### src/hw/rtl/quadratic_bezier_tone_curve_assert.svh
// ----------------------------------------------------------------------------
// Assertion macros for the tone curve block
// Each macro checks a property on clk with rst_n low disabling the check.
// ----------------------------------------------------------------------------
`ifndef QUADRATIC_BEZIER_TONE_CURVE_ASSERT_SVH
`define QUADRATIC_BEZIER_TONE_CURVE_ASSERT_SVH

// The consequent must hold in the same cycle as the antecedent.
`define QBTC_ASSERT_SAME(lbl, ante, cons) \
  lbl: assert property (@(posedge clk) disable iff (!rst_n) (ante) |-> (cons)) \
    else $error("qbtc assertion failed");

// The consequent must hold in the cycle after the antecedent.
`define QBTC_ASSERT_NEXT(lbl, ante, cons) \
  lbl: assert property (@(posedge clk) disable iff (!rst_n) (ante) |=> (cons)) \
    else $error("qbtc assertion failed");

`endif

### src/hw/rtl/qbtc_pkg.sv
// ----------------------------------------------------------------------------
// qbtc_pkg
// Register indexes and state types shared by the tone curve modules.
// ----------------------------------------------------------------------------
package qbtc_pkg;

  localparam int CFG_IDX_W = 3;

  typedef enum logic [CFG_IDX_W-1:0] {
    REG_START_LEVEL = 3'd0,
    REG_END_LEVEL   = 3'd1,
    REG_CTRL_X      = 3'd2,
    REG_CTRL_Y      = 3'd3,
    REG_STEP_SIZE   = 3'd4
  } cfg_reg_t;

  typedef enum logic [1:0] {
    F_IDLE,
    F_MUL1,
    F_MUL2,
    F_SEND
  } front_state_t;

  typedef enum logic {
    B_IDLE,
    B_RUN
  } back_state_t;

endpackage

### src/hw/rtl/quadratic_bezier_tone_curve.sv
// ----------------------------------------------------------------------------
// quadratic_bezier_tone_curve
// Quadratic Bezier tone curve lookup by linear search over t.
// ----------------------------------------------------------------------------
// Each position is set up in the front, where a bit-serial multiplier forms
// the forward differences. The back then takes the beat and advances t by
// one step per cycle, until the search finds a distance that does not
// shrink or runs past 1 + step_size. The setup of the next position
// overlaps the search of the current one, so the back search loop sets the
// rate. Configuration is to be written by the user only while the block is
// idle; the block itself does not enforce this.
module quadratic_bezier_tone_curve #(
  parameter int FRAC_BITS  = 16,
  parameter int LEVEL_BITS = 16
) (
  input  logic                                clk,
  input  logic                                rst_n,
  input  logic                                in_push,
  input  logic [FRAC_BITS:0]                  in_x_pos,
  output logic                                in_full,
  input  logic                                out_pop,
  output logic                                out_empty,
  output logic [31:0]                         out_y_value,
  output logic [FRAC_BITS+1:0]                out_t_found,
  output logic                                out_ran_to_end,
  input  logic                                cfg_valid,
  output logic                                cfg_ready,
  input  logic [qbtc_pkg::CFG_IDX_W-1:0]      cfg_index,
  input  logic [((LEVEL_BITS > FRAC_BITS + 1) ? LEVEL_BITS : FRAC_BITS + 1)-1:0] cfg_data
);

  localparam int F  = FRAC_BITS;
  localparam int L  = LEVEL_BITS;
  localparam int W  = F + 1;
  localparam int TW = F + 2;
  localparam int DW = 3 * F + 5;
  localparam int YW = L + 2 * F + 6;
  localparam int RW = 3 * DW + 3 * YW + W;
  localparam int OW = 32 + TW + 1;

  logic [L-1:0]  start_level_r, end_level_r, ctrl_y_r;
  logic [W-1:0]  ctrl_x_r, step_size_r;
  logic          rec_push, rec_full, rec_pop, rec_empty;
  logic [RW-1:0] rec_wdata, rec_rdata;
  logic          res_push, res_full;
  logic [OW-1:0] res_wdata, res_rdata;

  assign cfg_ready = 1'b1;

  always_ff @(posedge clk) begin
    if (!rst_n) begin
      start_level_r <= '0;
      end_level_r   <= '1;
      ctrl_x_r      <= W'(1) << (F - 1);
      ctrl_y_r      <= L'(1) << (L - 1);
      step_size_r   <= W'(1) << F >> 10;
    end else if (cfg_valid && cfg_ready) begin
      unique case (cfg_index)
        qbtc_pkg::REG_START_LEVEL: start_level_r <= cfg_data[L-1:0];
        qbtc_pkg::REG_END_LEVEL:   end_level_r   <= cfg_data[L-1:0];
        qbtc_pkg::REG_CTRL_X:      ctrl_x_r      <= cfg_data[W-1:0];
        qbtc_pkg::REG_CTRL_Y:      ctrl_y_r      <= cfg_data[L-1:0];
        qbtc_pkg::REG_STEP_SIZE:   step_size_r   <= cfg_data[W-1:0];
        default: ;
      endcase
    end
  end

  qbtc_front #(
    .FRAC_BITS  (F),
    .LEVEL_BITS (L)
  ) u_front (
    .clk         (clk),
    .rst_n       (rst_n),
    .push        (in_push),
    .x_pos       (in_x_pos),
    .full        (in_full),
    .start_level (start_level_r),
    .end_level   (end_level_r),
    .ctrl_x      (ctrl_x_r),
    .ctrl_y      (ctrl_y_r),
    .step_size   (step_size_r),
    .rec_push    (rec_push),
    .rec_full    (rec_full),
    .rec_data    (rec_wdata)
  );

  qbtc_fifo #(
    .WIDTH (RW),
    .DEPTH (2)
  ) u_rec_q (
    .clk     (clk),
    .rst_n   (rst_n),
    .push    (rec_push),
    .wr_data (rec_wdata),
    .full    (rec_full),
    .pop     (rec_pop),
    .rd_data (rec_rdata),
    .empty   (rec_empty)
  );

  qbtc_back #(
    .FRAC_BITS  (F),
    .LEVEL_BITS (L)
  ) u_back (
    .clk       (clk),
    .rst_n     (rst_n),
    .end_level (end_level_r),
    .rec_pop   (rec_pop),
    .rec_empty (rec_empty),
    .rec_data  (rec_rdata),
    .out_push  (res_push),
    .out_full  (res_full),
    .out_data  (res_wdata)
  );

  qbtc_fifo #(
    .WIDTH (OW),
    .DEPTH (2)
  ) u_res_q (
    .clk     (clk),
    .rst_n   (rst_n),
    .push    (res_push),
    .wr_data (res_wdata),
    .full    (res_full),
    .pop     (out_pop),
    .rd_data (res_rdata),
    .empty   (out_empty)
  );

  assign out_y_value    = res_rdata[OW-1 -: 32];
  assign out_t_found    = res_rdata[TW:1];
  assign out_ran_to_end = res_rdata[0];

endmodule

### src/hw/rtl/qbtc_fifo.sv
// ----------------------------------------------------------------------------
// qbtc_fifo
// Small register queue with a combinational head and occupancy flags.
// ----------------------------------------------------------------------------
module qbtc_fifo #(
  parameter int WIDTH = 8,
  parameter int DEPTH = 2
) (
  input  logic             clk,
  input  logic             rst_n,
  input  logic             push,
  input  logic [WIDTH-1:0] wr_data,
  output logic             full,
  input  logic             pop,
  output logic [WIDTH-1:0] rd_data,
  output logic             empty
);

  localparam int PW = (DEPTH > 1) ? $clog2(DEPTH) : 1;
  localparam int CNTW = $clog2(DEPTH + 1);

  logic [WIDTH-1:0] mem_r [DEPTH];
  logic [PW-1:0]    wr_ptr_r, wr_ptr_nxt;
  logic [PW-1:0]    rd_ptr_r, rd_ptr_nxt;
  logic [CNTW-1:0]  count_r, count_nxt;
  logic             do_push, do_pop;

  assign full    = (count_r == CNTW'(DEPTH));
  assign empty   = (count_r == '0);
  assign rd_data = mem_r[rd_ptr_r];
  assign do_push = push && !full;
  assign do_pop  = pop && !empty;

  always_comb begin
    wr_ptr_nxt = wr_ptr_r;
    rd_ptr_nxt = rd_ptr_r;
    count_nxt  = count_r;
    if (do_push) begin
      wr_ptr_nxt = (wr_ptr_r == PW'(DEPTH - 1)) ? '0 : wr_ptr_r + 1'b1;
    end
    if (do_pop) begin
      rd_ptr_nxt = (rd_ptr_r == PW'(DEPTH - 1)) ? '0 : rd_ptr_r + 1'b1;
    end
    if (do_push && !do_pop) begin
      count_nxt = count_r + 1'b1;
    end else if (do_pop && !do_push) begin
      count_nxt = count_r - 1'b1;
    end
  end

  always_ff @(posedge clk) begin
    if (!rst_n) begin
      wr_ptr_r <= '0;
      rd_ptr_r <= '0;
      count_r  <= '0;
    end else begin
      wr_ptr_r <= wr_ptr_nxt;
      rd_ptr_r <= rd_ptr_nxt;
      count_r  <= count_nxt;
    end
  end

  always_ff @(posedge clk) begin
    if (do_push) begin
      mem_r[wr_ptr_r] <= wr_data;
    end
  end

endmodule

### src/hw/rtl/qbtc_front.sv
// ----------------------------------------------------------------------------
// qbtc_front
// Takes a position and builds the start values and forward differences
// of the distance and level polynomials with a bit-serial multiplier.
// ----------------------------------------------------------------------------
module qbtc_front #(
  parameter int FRAC_BITS  = 16,
  parameter int LEVEL_BITS = 16,
  localparam int W  = FRAC_BITS + 1,
  localparam int DW = 3 * FRAC_BITS + 5,
  localparam int YW = LEVEL_BITS + 2 * FRAC_BITS + 6,
  localparam int RW = 3 * DW + 3 * YW + W
) (
  input  logic                  clk,
  input  logic                  rst_n,
  input  logic                  push,
  input  logic [W-1:0]          x_pos,
  output logic                  full,
  input  logic [LEVEL_BITS-1:0] start_level,
  input  logic [LEVEL_BITS-1:0] end_level,
  input  logic [W-1:0]          ctrl_x,
  input  logic [LEVEL_BITS-1:0] ctrl_y,
  input  logic [W-1:0]          step_size,
  output logic                  rec_push,
  input  logic                  rec_full,
  output logic [RW-1:0]         rec_data
);

  localparam int F  = FRAC_BITS;
  localparam int CW = $clog2(W);
  localparam logic [DW-1:0] ONE_D = DW'(1) << F;

  typedef struct packed {
    logic [DW-1:0] d;
    logic [DW-1:0] dd;
    logic [DW-1:0] ddd;
    logic [YW-1:0] y;
    logic [YW-1:0] dy;
    logic [YW-1:0] ddy;
    logic [W-1:0]  step;
  } rec_t;

  qbtc_pkg::front_state_t state_r, state_nxt;
  logic [CW-1:0] cnt_r, cnt_nxt;
  logic [W-1:0]  x_r, x_nxt;
  logic [W-1:0]  sh_r, sh_nxt;
  logic [DW-1:0] mcd_r [2], mcd_nxt [2];
  logic [DW-1:0] acd_r [2], acd_nxt [2];
  logic [YW-1:0] mcy_r [2], mcy_nxt [2];
  logic [YW-1:0] acy_r [2], acy_nxt [2];
  logic [DW-1:0] sum_d [2];
  logic [YW-1:0] sum_y [2];
  logic [DW-1:0] coef_a, coef_b;
  logic [YW-1:0] coef_ay, coef_by;
  logic          last_bit;
  rec_t          rec;

  // X(t) - x = a*t^2 + b*t - x, all scaled to three fraction widths.
  assign coef_a  = ONE_D - (DW'(ctrl_x) << 1);
  assign coef_b  = DW'(ctrl_x) << (F + 1);
  // Y(t) = start + by*t + ay*t^2, scaled to two fraction widths.
  assign coef_ay = YW'(start_level) + YW'(end_level) - (YW'(ctrl_y) << 1);
  assign coef_by = (YW'(ctrl_y) - YW'(start_level)) << (F + 1);

  assign last_bit = (cnt_r == CW'(W - 1));

  always_comb begin
    for (int k = 0; k < 2; k++) begin
      sum_d[k] = acd_r[k] + (sh_r[0] ? mcd_r[k] : '0);
      sum_y[k] = acy_r[k] + (sh_r[0] ? mcy_r[k] : '0);
    end
  end

  always_comb begin
    rec.d    = '0 - (DW'(x_r) << (2 * F));
    rec.dd   = acd_r[0];
    rec.ddd  = acd_r[1] << 1;
    rec.y    = YW'(start_level) << (2 * F);
    rec.dy   = acy_r[0];
    rec.ddy  = acy_r[1] << 1;
    rec.step = step_size;
  end
  assign rec_data = rec;

  always_comb begin
    state_nxt = state_r;
    cnt_nxt   = cnt_r;
    x_nxt     = x_r;
    sh_nxt    = sh_r;
    mcd_nxt   = mcd_r;
    acd_nxt   = acd_r;
    mcy_nxt   = mcy_r;
    acy_nxt   = acy_r;
    full      = 1'b1;
    rec_push  = 1'b0;
    unique case (state_r)
      qbtc_pkg::F_IDLE: begin
        full = 1'b0;
        if (push) begin
          x_nxt      = x_pos;
          sh_nxt     = step_size;
          cnt_nxt    = '0;
          mcd_nxt[0] = coef_a;
          mcd_nxt[1] = '0;
          mcy_nxt[0] = coef_ay;
          mcy_nxt[1] = '0;
          acd_nxt[0] = '0;
          acd_nxt[1] = '0;
          acy_nxt[0] = '0;
          acy_nxt[1] = '0;
          state_nxt  = qbtc_pkg::F_MUL1;
        end
      end
      qbtc_pkg::F_MUL1, qbtc_pkg::F_MUL2: begin
        for (int k = 0; k < 2; k++) begin
          acd_nxt[k] = sum_d[k];
          acy_nxt[k] = sum_y[k];
          mcd_nxt[k] = mcd_r[k] << 1;
          mcy_nxt[k] = mcy_r[k] << 1;
        end
        sh_nxt  = sh_r >> 1;
        cnt_nxt = cnt_r + 1'b1;
        if (last_bit && state_r == qbtc_pkg::F_MUL1) begin
          // Second pass multiplies (a*s + b) and a*s by the step once more.
          mcd_nxt[0] = sum_d[0] + coef_b;
          mcd_nxt[1] = sum_d[0];
          mcy_nxt[0] = sum_y[0] + coef_by;
          mcy_nxt[1] = sum_y[0];
          acd_nxt[0] = '0;
          acd_nxt[1] = '0;
          acy_nxt[0] = '0;
          acy_nxt[1] = '0;
          sh_nxt     = step_size;
          cnt_nxt    = '0;
          state_nxt  = qbtc_pkg::F_MUL2;
        end else if (last_bit) begin
          state_nxt = qbtc_pkg::F_SEND;
        end
      end
      qbtc_pkg::F_SEND: begin
        if (!rec_full) begin
          rec_push  = 1'b1;
          state_nxt = qbtc_pkg::F_IDLE;
        end
      end
      default: begin
        state_nxt = qbtc_pkg::F_IDLE;
      end
    endcase
  end

  always_ff @(posedge clk) begin
    if (!rst_n) begin
      state_r <= qbtc_pkg::F_IDLE;
      cnt_r   <= '0;
    end else begin
      state_r <= state_nxt;
      cnt_r   <= cnt_nxt;
    end
  end

  always_ff @(posedge clk) begin
    x_r   <= x_nxt;
    sh_r  <= sh_nxt;
    mcd_r <= mcd_nxt;
    acd_r <= acd_nxt;
    mcy_r <= mcy_nxt;
    acy_r <= acy_nxt;
  end

endmodule

### src/hw/rtl/qbtc_back.sv
// ----------------------------------------------------------------------------
// qbtc_back
// Steps t one increment per cycle by forward differences, stops at the
// first step whose distance does not shrink and emits the saturated level.
// ----------------------------------------------------------------------------
`include "quadratic_bezier_tone_curve_assert.svh"

module qbtc_back #(
  parameter int FRAC_BITS  = 16,
  parameter int LEVEL_BITS = 16,
  localparam int W  = FRAC_BITS + 1,
  localparam int TW = FRAC_BITS + 2,
  localparam int DW = 3 * FRAC_BITS + 5,
  localparam int YW = LEVEL_BITS + 2 * FRAC_BITS + 6,
  localparam int RW = 3 * DW + 3 * YW + W,
  localparam int OW = 32 + TW + 1
) (
  input  logic                  clk,
  input  logic                  rst_n,
  input  logic [LEVEL_BITS-1:0] end_level,
  output logic                  rec_pop,
  input  logic                  rec_empty,
  input  logic [RW-1:0]         rec_data,
  output logic                  out_push,
  input  logic                  out_full,
  output logic [OW-1:0]         out_data
);

  localparam int F  = FRAC_BITS;
  localparam int YS = LEVEL_BITS + FRAC_BITS;
  localparam int YO = (YS > 32) ? YS : 32;
  localparam logic [TW-1:0] ONE_T = TW'(1) << F;
  localparam logic [DW-1:0] LAST_INIT = DW'(1) << (3 * F + 1);

  typedef struct packed {
    logic [DW-1:0] d;
    logic [DW-1:0] dd;
    logic [DW-1:0] ddd;
    logic [YW-1:0] y;
    logic [YW-1:0] dy;
    logic [YW-1:0] ddy;
    logic [W-1:0]  step;
  } rec_t;

  typedef struct packed {
    logic [31:0]   y_value;
    logic [TW-1:0] t_found;
    logic          ran_to_end;
  } res_t;

  qbtc_pkg::back_state_t state_r, state_nxt;
  logic [DW-1:0] d_r, d_nxt, dd_r, dd_nxt, ddd_r, ddd_nxt;
  logic [YW-1:0] y_r, y_nxt, dy_r, dy_nxt, ddy_r, ddy_nxt;
  logic [W-1:0]  s_r, s_nxt;
  logic [TW-1:0] t_r, t_nxt;
  logic [DW-1:0] last_r, last_nxt;
  rec_t          rec;
  res_t          res;
  logic [DW-1:0] abs_d;
  logic          over, found, done;
  logic signed [YW-1:0] y_sh;
  logic [YS-1:0] y_sat;
  logic [YO-1:0] y_ext;

  assign rec   = rec_data;
  assign abs_d = d_r[DW-1] ? (~d_r + 1'b1) : d_r;
  assign over  = (t_r > (ONE_T + TW'(s_r)));
  assign found = !over && (abs_d >= last_r);
  assign done  = (state_r == qbtc_pkg::B_RUN) && (over || found);

  // Floor to one fraction width, then clamp to the level range.
  always_comb begin
    y_sh = $signed(y_r) >>> F;
    if (over) begin
      y_sat = {end_level, {F{1'b0}}};
    end else if (y_r[YW-1]) begin
      y_sat = '0;
    end else if (|y_sh[YW-1:YS]) begin
      y_sat = '1;
    end else begin
      y_sat = y_sh[YS-1:0];
    end
    y_ext = YO'(y_sat);
  end

  always_comb begin
    res.y_value    = y_ext[31:0];
    res.t_found    = over ? ONE_T : t_r;
    res.ran_to_end = over;
  end
  assign out_data = res;

  always_comb begin
    state_nxt = state_r;
    d_nxt     = d_r;
    dd_nxt    = dd_r;
    ddd_nxt   = ddd_r;
    y_nxt     = y_r;
    dy_nxt    = dy_r;
    ddy_nxt   = ddy_r;
    s_nxt     = s_r;
    t_nxt     = t_r;
    last_nxt  = last_r;
    rec_pop   = 1'b0;
    out_push  = 1'b0;
    unique case (state_r)
      qbtc_pkg::B_IDLE: begin
        if (!rec_empty) begin
          rec_pop   = 1'b1;
          d_nxt     = rec.d;
          dd_nxt    = rec.dd;
          ddd_nxt   = rec.ddd;
          y_nxt     = rec.y;
          dy_nxt    = rec.dy;
          ddy_nxt   = rec.ddy;
          s_nxt     = rec.step;
          t_nxt     = '0;
          last_nxt  = LAST_INIT;
          state_nxt = qbtc_pkg::B_RUN;
        end
      end
      qbtc_pkg::B_RUN: begin
        if (done) begin
          if (!out_full) begin
            out_push  = 1'b1;
            state_nxt = qbtc_pkg::B_IDLE;
          end
        end else begin
          last_nxt = abs_d;
          d_nxt    = d_r + dd_r;
          dd_nxt   = dd_r + ddd_r;
          y_nxt    = y_r + dy_r;
          dy_nxt   = dy_r + ddy_r;
          t_nxt    = t_r + TW'(s_r);
        end
      end
      default: begin
        state_nxt = qbtc_pkg::B_IDLE;
      end
    endcase
  end

  always_ff @(posedge clk) begin
    if (!rst_n) begin
      state_r <= qbtc_pkg::B_IDLE;
    end else begin
      state_r <= state_nxt;
    end
  end

  always_ff @(posedge clk) begin
    d_r    <= d_nxt;
    dd_r   <= dd_nxt;
    ddd_r  <= ddd_nxt;
    y_r    <= y_nxt;
    dy_r   <= dy_nxt;
    ddy_r  <= ddy_nxt;
    s_r    <= s_nxt;
    t_r    <= t_nxt;
    last_r <= last_nxt;
  end

  // A finished search waits in place while the result queue is full.
  `QBTC_ASSERT_NEXT(a_hold_on_full, done && out_full, state_r == qbtc_pkg::B_RUN)
  // Taking a new beat always restarts the search at t equal zero.
  `QBTC_ASSERT_NEXT(a_start_at_zero, rec_pop, state_r == qbtc_pkg::B_RUN && t_r == '0)
  // Every step that continues the search has a strictly smaller distance.
  `QBTC_ASSERT_NEXT(a_dist_shrinks, state_r == qbtc_pkg::B_RUN && !done,
                    last_r < $past(last_r))

endmodule

### config.mk
export PLATFORM = sky130hd
export DESIGN_NAME = quadratic_bezier_tone_curve
export DESIGN_NICKNAME = d
export VERILOG_FILES = /design/src/hw/rtl/qbtc_pkg.sv /design/src/hw/rtl/quadratic_bezier_tone_curve.sv /design/src/hw/rtl/qbtc_fifo.sv /design/src/hw/rtl/qbtc_front.sv /design/src/hw/rtl/qbtc_back.sv
export VERILOG_INCLUDE_DIRS = /design/src /design/src/hw/rtl
export SDC_FILE = /design/constraint.sdc
export NUM_CORES = 2
export LEC_CHECK = 0
export ABC_AREA = 1
export CAP_MARGIN = 20
export CORE_ASPECT_RATIO = 1.5
export CORE_MARGIN = 2
export CORE_UTILIZATION = 54
export CTS_CLUSTER_DIAMETER = 60
export DETAILED_ROUTE_END_ITERATION = 6
export DONT_BUFFER_PORTS = 1
export PLACE_DENSITY_LB_ADDON = 0.08
export SYNTH_ARGS = -nofsm -noshare
export SYNTH_HDL_FRONTEND = slang
export SYNTH_SLANG_ARGS = --single-unit
### constraint.sdc
create_clock -name clk -period 27.4 [get_ports clk]
set_input_delay 5.48 -clock clk [delete_from_list [all_inputs] [get_ports clk]]
set_output_delay 5.48 -clock clk [all_outputs]
set_load 0.01 [all_outputs]
==> out/qor.csv <==
stage,metric,value,unit
hold_path,worst hold path type,reg2reg,
critical_path,beginning of the critical path,u_back.d_r[1],
critical_path,Setup CP Type,reg2reg,
drt,vias per inst,5.87,
cts,Worst-Skew Late Latency,0.86,ns
cts,clk sinks,1592,
finish,Nets,11600,
grt,gr usage total,0.366,
floorplanning,row count,188,
placed_design,GP Congestion,1.07,
finish,most frequent cells in the layout,"nand2_1 (2,396), edfxtp_1 (1,492), inv_1 (1,378), nor2_1 (1,145), a21oi_1 (1,020)",
drt,number of DRC markers in iteration 0,6297,
cts,Root Driver,clkbuf_16,
grt,largest net degree at the start of global routing,159,
floorplanning,Core ar.,175000,um^2
floorplanning,Starting Density,0.544,
floorplanning,Horiz. Die Dim,347,um
critical_path,CP Launch Type,register,
grt,number of global-route vias before repair,79200,
grt,first-pass GRT wire length,486000,um
synthesis,syn nets,11600,
cts,Resize count post-CTS,0,
sta,endpoints failing hold,0,
critical_path,Critical Path Fanout Max,77,
sta,Setup TNS,0,ns
sta,worst-margin pin slew,1.24,ns
synthesis,Ys Warns,0,
drt,DRT Wirelength,334000,um
synthesis,synth unique cells,72,
sta,final setup vio count,0,
finish,Layout area overhead,8.86,%
critical_path,worst reg2reg path startpoint,u_back.d_r[1],
floorplanning,Die Height,518,um
sta,period utilization,0.289,
cts,Post-CTS Setup Inserts,0,
placed_design,HPWL Detailed,259000,um
sta,Max Freq,126,MHz
outcome,status,"finished, final reports clean",
critical_path,Reg2Reg Setup Slack,19.48,ns
critical_path,RR Endpoint,u_back.d_r[4],
synthesis,"Cell Area, Synth",95100,um^2
flow_run,max-cap violation count,0,
drt,First-pass DRT Iterations,7,
finish,fraction of layout cells with a size suffix above 1,0.0522,
critical_path,CP Data Required Time,27.88,ns
sta,Max-Slew Margin vs Limit,0.173,
synthesis,number of synthesized flops with an enable pin,1492,
cts,H-tree depth,4,
sta,fin. max-slew vios,0,
placed_design,IO Port Bufs,0,
cts,CTS tree,yes,
synthesis,ys async rst share,0,
drt,Antenna Nets Post-Route,0,
critical_path,Worst Path Arrival,8.39,ns
sta,RSZ-0062 raised after global routing,no,
floorplanning,I/O pins,96,
cts,total CTS buffers,174,
synthesis,cell count after synthesis,10900,
cts,Clock Pin Slew Worst Setup and Hold Paths,0.07,ns
synthesis,Main synth FF type,edfxtp_1,
sta,crit path time final,7.92,ns
grt,initial antenna violation count,11,
critical_path,crit path to,u_back.d_r[4],
critical_path,R2R depth,26,
finish,"most common cell after layout, fill and taps aside",nand2_1,
synthesis,"Avg Cell Area, Syn",8.69,um^2
drt,routed len/inst,25.0,um
critical_path,critical path capture point type,register,
drt,vias,78400,
grt,grt total ovfl,0,
synthesis,Seq cells post-synth,1592,
sta,skew final,0.0553,ns
synthesis,sequential fraction of the synthesis area,0.492,
cts,Clock Tree Buf Depth,4,
drt,DR DRC count,0,
floorplanning,Die ar.,180000,um^2
cts,hold-fix buffers at CTS,0,
## cell families after synthesis
logic type                 synth area share
other                             0.0000394
xor gates and xnor gates             0.0246
DFF                                   0.492
buffers and inverters                0.0660
and+or+nand+nor                       0.183
adders and majority gates            0.0830
AOI/OAI and AO/OA                     0.145
muxes                               0.00604
## worst max-delay path, cell delays in order, from the launching register on
cell       delay, ns
edfxtp_1        0.42
inv_1           0.14
ha_1            0.20
nand3_1         0.12
nor3_2          0.22
nand4_1         0.19
nor2_1          0.25
nand4_1         0.37
nor2_1          0.44
nand4_1         0.17
nor2_1          0.21
inv_1           0.09
o21ai_1         0.29
o21ai_0         0.17
xor2_1          0.22
inv_1           0.07
ha_1            0.28
nand2_1         0.08
inv_1           0.04
a221oi_1        0.32
o2111ai_1       0.14
nor2_1          0.11
nand2_1         0.24
o21ai_4         0.23
buf_4           0.83
buf_4           0.72
buf_4           0.74
## flip-flops by register name (all words and copies together), names as in the netlist, 5 cells and up, named ones only
name,count
u_rec_q.mem_r,526
u_front.rec_data,212
u_front.mcy_r,107
u_front.mcd_r,104
u_res_q.mem_r,102
u_back.dy_r,54
u_back.y_r,54
u_back.d_r,53
u_back.dd_r,53
u_back.ddy_r,53
u_back.last_r,53
u_back.ddd_r,52
u_back.t_r,18
ctrl_x_r,17
step_size_r,17
u_back.s_r,17
u_front.sh_r,17
u_front.x_r,17
ctrl_y_r,16
end_level_r,16
start_level_r,16
u_front.cnt_r,5
## through the flow
step	cell area [um^2]	instances	setup WS, ns	hold slack, ns	utilization
finish	104000	13400	19.48	0.452	0.592
global placement	97700	13000	19.39	0.433	0.558
floorplan	95100	10900	3.17	0.426	-
CTS	103000	13300	19.40	0.449	0.591
detailed placement	97700	13000	19.45	0.441	0.558
global route	104000	13400	18.88	0.479	0.592
## synthesized netlist by cell type (30+ instances only)
cell / number / share of area
nor3_1: 89 / 0.0047
ha_1: 607 / 0.080
o21bai_1: 35 / 0.0028
a21o_1: 52 / 0.0041
or2_2: 46 / 0.0030
inv_1: 1380 / 0.054
o21ai_0: 916 / 0.048
nor4_1: 38 / 0.0025
xor2_1: 154 / 0.014
nor2_1: 1151 / 0.045
a21boi_0: 30 / 0.0024
o21a_1: 72 / 0.0057
o22ai_1: 40 / 0.0026
mux2_2: 51 / 0.0060
edfxtp_1: 1492 / 0.47
a31oi_1: 141 / 0.0093
nand4_1: 68 / 0.0045
o211ai_1: 71 / 0.0056
a21oi_1: 1020 / 0.054
nand3_1: 329 / 0.017
dfxtp_1: 100 / 0.021
clkbuf_1: 220 / 0.0087
nand2_1: 2397 / 0.095
xnor2_1: 95 / 0.0087
## worst min path at each step
stage                                 from              endpoint  slack, ns  depth (start not counted)
final                     u_rec_q.rd_ptr_r              register       0.45                          1
after global routing      u_rec_q.rd_ptr_r              register       0.48                          1
after CTS                 u_rec_q.rd_ptr_r              register       0.45                          1
after detailed placement  u_rec_q.rd_ptr_r              register       0.44                          1
after global placement    u_rec_q.rd_ptr_r              register       0.43                          1
after floorplan            step_size_r[16]  u_rec_q.mem_r[0][16]       0.43                          0
## per-layer routing
metal	routed length (um)	vias up	global-route usage
li1	-	37500	-
met1	104000	37100	0.331
met2	174000	2717	0.679
met3	16000	1119	0.0497
met4	40600	4	0.370
met5	28	-	0
## cell type report
| type | instances | area, um^2 |
|---|---|---|
| Fill cell | 15400 | 71400 |
| Sequential cell | 1592 | 46800 |
| Multi-Input combinational cell | 7695 | 42200 |
| Inverter | 1400 | 5280 |
| Clock buffer | 203 | 4540 |
| Tap cell | 2280 | 2850 |
| Clock inverter | 103 | 1290 |
| Timing Repair Buffer | 70 | 587 |
| Antenna cell | 12 | 30.0 |
Power is left out: the tool's default activity adds up to more than one toggle a clock period on the data nets, which glitch-free logic cannot reach.
